### src/design/svm_pkg.sv
// Package for the stack VM execute unit: opcodes, status codes, and the
// command and status structs between controller and datapath. No dependencies.
package svm_pkg;

  typedef enum logic [4:0] {
    OP_LEA  = 5'd0,  OP_IMM = 5'd1,  OP_JMP = 5'd2,  OP_JSR = 5'd3,
    OP_BZ   = 5'd4,  OP_BNZ = 5'd5,  OP_ENT = 5'd6,  OP_ADJ = 5'd7,
    OP_LEV  = 5'd8,  OP_LI  = 5'd9,  OP_LC  = 5'd10, OP_SI  = 5'd11,
    OP_SC   = 5'd12, OP_PSH = 5'd13, OP_OR  = 5'd14, OP_XOR = 5'd15,
    OP_AND  = 5'd16, OP_EQ  = 5'd17, OP_NE  = 5'd18, OP_LT  = 5'd19,
    OP_GT   = 5'd20, OP_LE  = 5'd21, OP_GE  = 5'd22, OP_SHL = 5'd23,
    OP_SHR  = 5'd24, OP_ADD = 5'd25, OP_SUB = 5'd26, OP_MUL = 5'd27,
    OP_DIV  = 5'd28, OP_MOD = 5'd29, OP_PRTF = 5'd30, OP_EXIT = 5'd31
  } op_t;

  typedef enum logic [1:0] {
    ST_RUN = 2'd0, ST_EXIT = 2'd1, ST_DIVZ = 2'd2, ST_UNSUP = 2'd3
  } status_t;

  localparam int unsigned PC_W  = 16;
  localparam int unsigned PTR_W = 17;
  localparam int unsigned WORD_W = 32;

  // Controller to datapath
  typedef struct packed {
    logic latch;     // capture input word
    logic read1;     // first memory read (sp, acc or bp address)
    logic read2;     // second memory read (LEV return address)
    logic div_go;    // start divider
    logic commit;    // update architectural state
  } cmd_t;

  // Datapath to controller
  typedef struct packed {
    logic is_div;    // latched op is DIV/MOD with nonzero divisor, unit not halted
    logic is_lev;
    logic div_done;
  } dstat_t;

endpackage

### src/design/svm_ctrl.sv
// Controller FSM: sequences fetch of operands, execute, divide and result.
// Depends on svm_pkg.
module svm_ctrl (
  input  logic            clk,
  input  logic            rst,
  input  logic            in_fire,
  input  logic            out_fire,
  input  svm_pkg::dstat_t dstat,
  output svm_pkg::cmd_t   cmd,
  output logic            in_ready,
  output logic            out_valid
);
  typedef enum logic [2:0] {
    S_IDLE, S_RD1, S_RD2, S_WAIT, S_DIV, S_COMMIT, S_OUT
  } state_t;

  state_t state;

  // Commands decoded from the current state; the latch strobe follows in_fire
  always_comb begin
    cmd = '0;
    cmd.latch = in_fire;
    unique case (state)
      S_RD1:    cmd.read1 = 1'b1;
      S_RD2:    cmd.read2 = dstat.is_lev;
      S_WAIT:   cmd.div_go = dstat.is_div;
      S_COMMIT: cmd.commit = 1'b1;
      default: ;
    endcase
  end

  assign in_ready = (state == S_IDLE);

  always_ff @(posedge clk) begin
    if (rst) begin
      state <= S_IDLE;
      out_valid <= 1'b0;
    end else begin
      unique case (state)
        S_IDLE:   if (in_fire) state <= S_RD1;
        S_RD1:    state <= S_RD2;
        S_RD2:    state <= S_WAIT;
        S_WAIT:   state <= dstat.is_div ? S_DIV : S_COMMIT;
        S_DIV:    if (dstat.div_done) state <= S_COMMIT;
        S_COMMIT: begin state <= S_OUT; out_valid <= 1'b1; end
        S_OUT:    if (out_fire) begin state <= S_IDLE; out_valid <= 1'b0; end
        default:  state <= S_IDLE;
      endcase
    end
  end

  a_ready_idle: assert property (@(posedge clk) disable iff (rst)
    out_valid |-> !in_ready) else $error("accepting while result pending");
  a_commit_out: assert property (@(posedge clk) disable iff (rst)
    cmd.commit |=> out_valid) else $error("commit without result");
  a_valid_state: assert property (@(posedge clk) disable iff (rst)
    out_valid |-> state == S_OUT) else $error("result valid outside output state");
endmodule

### config.mk
export PLATFORM = sky130hd
export DESIGN_NAME = svm_ctrl
export DESIGN_NICKNAME = d
export VERILOG_FILES = /design/src/design/svm_pkg.sv /design/src/design/svm_ctrl.sv
export SDC_FILE = /design/constraint.sdc
export NUM_CORES = 1
export LEC_CHECK = 0
export ABC_AREA = 1
export BUFFER_PORTS_ARGS = -buffer_cell sky130_fd_sc_hd__buf_2
export CAP_MARGIN = 30
export CORE_AREA = 2 2 39 41
export CTS_CLUSTER_SIZE = 40
export DETAILED_ROUTE_END_ITERATION = 8
export DIE_AREA = 0 0 41 43
export GPL_TIMING_DRIVEN = 0
export PLACE_DENSITY = 0.42
export SETUP_SLACK_MARGIN = 0.2
export SLEW_MARGIN = 20
export SYNTH_ARGS = -nofsm -noshare
export SYNTH_HDL_FRONTEND = slang
export SYNTH_SLANG_ARGS = --single-unit
### constraint.sdc
create_clock -name clk -period 1 [get_ports clk]
set_input_delay 0.2 -clock clk [delete_from_list [all_inputs] [get_ports clk]]
set_output_delay 0.2 -clock clk [all_outputs]
set_load 0.01 [all_outputs]
After elaboration in Yosys (flattened, before gate mapping)
Index checks and enable logic that the tools add are counted.
Widths: inputs -> output; s select.
{"block": "op_classes", "n_reduce_logical": 4, "eq_ne": 9, "mux": 11}
{"cell": "$pmux 3 s7", "n": 1}
{"cell": "$eq 3x3->1 const B", "n": 3}
{"cell": "$mux 3", "n": 3}
{"cell": "$eq 3x2->1 const B", "n": 2}
{"cell": "$mux 1", "n": 6}
{"cell": "$ne 2x2->1 const B", "n": 3}
{"cell": "$eq 3x1->1 const B", "n": 1}
{"cell": "$logic_not 3->1", "n": 1}
{"cell": "$reduce_and 3->1", "n": 1}
{"cell": "$pmux 1 s2", "n": 1}
{"cell": "$reduce_and 2->1", "n": 1}
{"cell": "$reduce_bool 2->1", "n": 1}
{"block": "word_totals", "wordCells": 26, "register_bits": 4}

Logic depth before layout (Yosys ltp)
{"block": "depth", "ltp_word": 3, "depth_mapped": 7, "mapped_depth_nobuf": 7}

Worst setup path before layout
Ideal clock, no wire load.
{"block": "synth_timing", "kind": "register to output", "startpoint": "register state[0]", "endpoint": "output port cmd[1] in the netlist's numbering", "stages_incl_launch_ff": 3, "path_buffers": 0, "arrival_time_ns": 0.844, "required_time_ns": 0.800, "path_slack_ns": -0.044, "path_cell_list": "dfxtp_1 -> nand2_1 -> nor3b_1"}
{"element": "start: declaration", "line_no": "svm_ctrl.sv:17", "rtl": "state_t state;"}
{"element": "start signal: assignment", "line_no": "svm_ctrl.sv:43", "rtl": "S_WAIT: state <= dstat.is_div ? S_DIV : S_COMMIT;"}
{"element": "end: declaration", "line_no": "svm_ctrl.sv:9", "rtl": "output svm_pkg::cmd_t cmd,"}

==> flow_metrics.py <==
metrics = {
    "critical_path": {
        "critPathKind": "flop to primary output",
        "critical_path.cell_chain": "inv_4 > buf_4 > nand3_2 > inv_1 > buf_2",
        "crit_start": "state[1]$_SDFFE_PP0P_",
        "rr_startpoint": "state[1]$_SDFFE_PP0P_",
        "critPathCaptureType": "primary output",
        "max_stage_delay_ps": 390,
        "cp_max_fo": 4,
        "slowest_stage": "dfxtp_4",
        "cp.arrival_ps": 1020,
        "crit_required_ps": 800,
        "start_kind": "flop",
    },
    "sta": {
        "max_slew_margin_pct": 88.78,
        "rsz0062_at_grt": "yes",
        "max_freq_ghz": 0.8188,
        "finalSetupTns_ps": -1041,
        "slew_viol_final": 0,
        "skew_ps": 2.119,
        "final_hold_viol_count": 0,
        "setup_slack_ps": -221.3,
        "tightestPinTransition_ps": 166.5,
        "period_minus_slack_ps": 1221,
        "min_period_over_period_pct": 122.1,
        "setup_violations": 6,
    },
    "global_routing": {
        "gr-total-overflow": 0,
        "grt_pass1_wl_mm": 1.138,
        "grt_max_degree": 7,
        "grt_util_all_layers_pct": 10.04,
        "grt_pass1_vias": 296,
        "antenna_found_initial": 0,
    },
    "clock_tree": {
        "cts_tree": "built",
        "cts_buffers": 3,
        "cts-htree-levels": 1,
        "holdBufCountCts": 0,
        "worstSkewPairLatency_ps": 240,
        "clk_path_buf_depth": 2,
        "cts_root_buffer": "clkbuf_4",
        "clkTransAtPathRegs_ps": 40,
        "clock-sinks": 4,
    },
    "status": {
        "failed_checks": "negative setup slack",
        "status": "complete, but fails checks",
    },
    "route": {
        "drt_iter0_markers": 3,
        "drt-wirelength-per-cell_um": 9.036,
        "viasPerCell": 3.905,
        "top_layer": "met3",
        "wl_um": 759,
        "routed-via-count": 328,
        "drc": 0,
        "wl_met3_um": 30,
        "route.met2.wl_um": 394,
        "first_pass_iters": 4,
        "ant_nets": 0,
        "met1_length_um": 334,
    },
    "synth": {
        "syn_area_per_cell_um2": 6.199,
        "ys_ff_latch": 4,
        "synth_warnings": 0,
        "synth_nets": 51,
        "yosysSeqAreaShare_pct": 29.36,
        "syn_area_um2": 272.8,
        "synth_cells": 44,
        "synth_cell_types": 15,
    },
    "power": {
        "power.density_nw_per_um2": 2142,
        "p_leak_nw": 0.2666,
        "power.total_mw": 1.080,
        "peakVddDrop_uv": 1101,
    },
    "flow_run": {
        "maxCapViolCount": 0,
    },
    "final_layout": {
        "drive_gt1_share_pct": 67.65,
        "fin_nets": 76,
        "final_area_um2": 504.2,
        "antenna_cells_inserted": 0,
        "area_growth_pct": 84.86,
    },
    "floorplanning": {
        "rows": 14,
        "die_area_um2": 1763,
        "chipWidth_um": 41,
        "core_um2": 1384,
        "initial_utilization_pct": 19.71,
        "die_h_um": 43,
        "ios": 14,
    },
    "placement": {
        "place_area_um2": 374.1,
        "dp_hpwl_um": 498.7,
        "numPortBuffers": 13,
        "gp_congestion": 0.6874,
        "dp_worst_setup_slack_ps": 2.882,
    },
    "hold_path": {
        "min_from": "rst",
        "hold_path_class": "primary input to flop",
    },
}
synth_stat cells (all sizes together):
master / count / area share (%)
nand2: 15 / 24
inv: 9 / 12
nor2: 8 / 15
dfxtp: 4 / 29
nand3: 2 / 5.5
a21oi: 1 / 1.8
a31oi: 1 / 2.3
buf: 1 / 2.8
nand4: 1 / 2.3
nor3b: 1 / 2.8
o21ai: 1 / 1.8
layout make-up:
cell class              count  area, um2
inverters                   9      36.28
plain buffers               1      7.507
flip-flops and latches      4      92.59
repair buffers             20      131.4
multi-input cells          30      190.2
clock buffers               4      26.28
fillers                   159      879.6
well taps                  16      20.02
layout by cell type (no fill, tap or decap):
cell type / n
nand3_2: 2
buf_4: 6
inv_1: 7
nor2_4: 3
o21ai_0: 1
clkbuf_1: 1
a21oi_2: 1
buf_6: 3
nand2_1: 8
nand4_1: 1
nor3b_2: 1
clkbuf_4: 3
nand2_2: 7
inv_4: 1
a31oi_1: 1
nor2_2: 2
dfxtp_2: 1
inv_2: 1
buf_2: 12
nor2_1: 3
dfxtp_4: 3
kinds of logic (layout without fill, tap and decap cells):
logic type,Yosys count,in the layout,share of synthesized area (%)
compound gates,3,3,5.961
buf+inv,10,34,15.14
flops,4,4,29.36
simple gates,27,27,49.54
state kept, by name, indices dropped and copies added, names as in the netlist:
signal and flops:
out_valid 1, state 3
stage by stage:
| stage | cells | utilization (%) | hold slack, ps |
|---|---|---|---|
| 2_1_floorplan | 44 | - | 262.0 |
| 3_3_place_gp | 73 | 27.03 | 408.0 |
| 3_5_place_dp | 73 | 27.03 | 406.7 |
| 4_1_cts | 82 | 33.27 | 150.7 |
| 5_1_grt | 84 | 36.44 | 165.6 |
| 6_report | 84 | 36.44 | 161.5 |
per-layer routing:
metal / track usage [%] / vias up
li1: - / 179
met1: 10.61 / 142
met2: 15.31 / 7
met3: 7.853 / 0
met4: 2.000 / 0
met5: 0 / -
what timing repair did:
action / CTS / global route
resized for setup: 7 / 8
setup endpoints to repair: 10 / 10
gates cloned: 0 / 0
setup buffers: 5 / 2
pin swaps: 7 / 1
path summary, 6_finish.rpt:
kind | to | slack (ps) | depth (start not counted)
hold / removal | out_valid$_SDFFE_PP0P_ | 160 | 2
hold reg to reg | out_valid$_SDFFE_PP0P_ | 470 | 2
setup / recovery | cmd[0] | -220 | 5
setup reg to reg | state[1]$_SDFFE_PP0P_ | -90 | 7
where the power goes:
group          leakage [nW]  switching, mW  internal (mW)  total, mW
registers            0.0353          0.100          0.226      0.326
clock network        0.0150         0.0742          0.150      0.225
logic                 0.216          0.265          0.264      0.529
worst max-delay path, delay by kind of cell, from the launching register on:
kind / cells / cell delay, ps
buf+inv: 4 / 360
simple gates: 1 / 50
flops: 1 / 390
(Power assumes the default switching activity.)
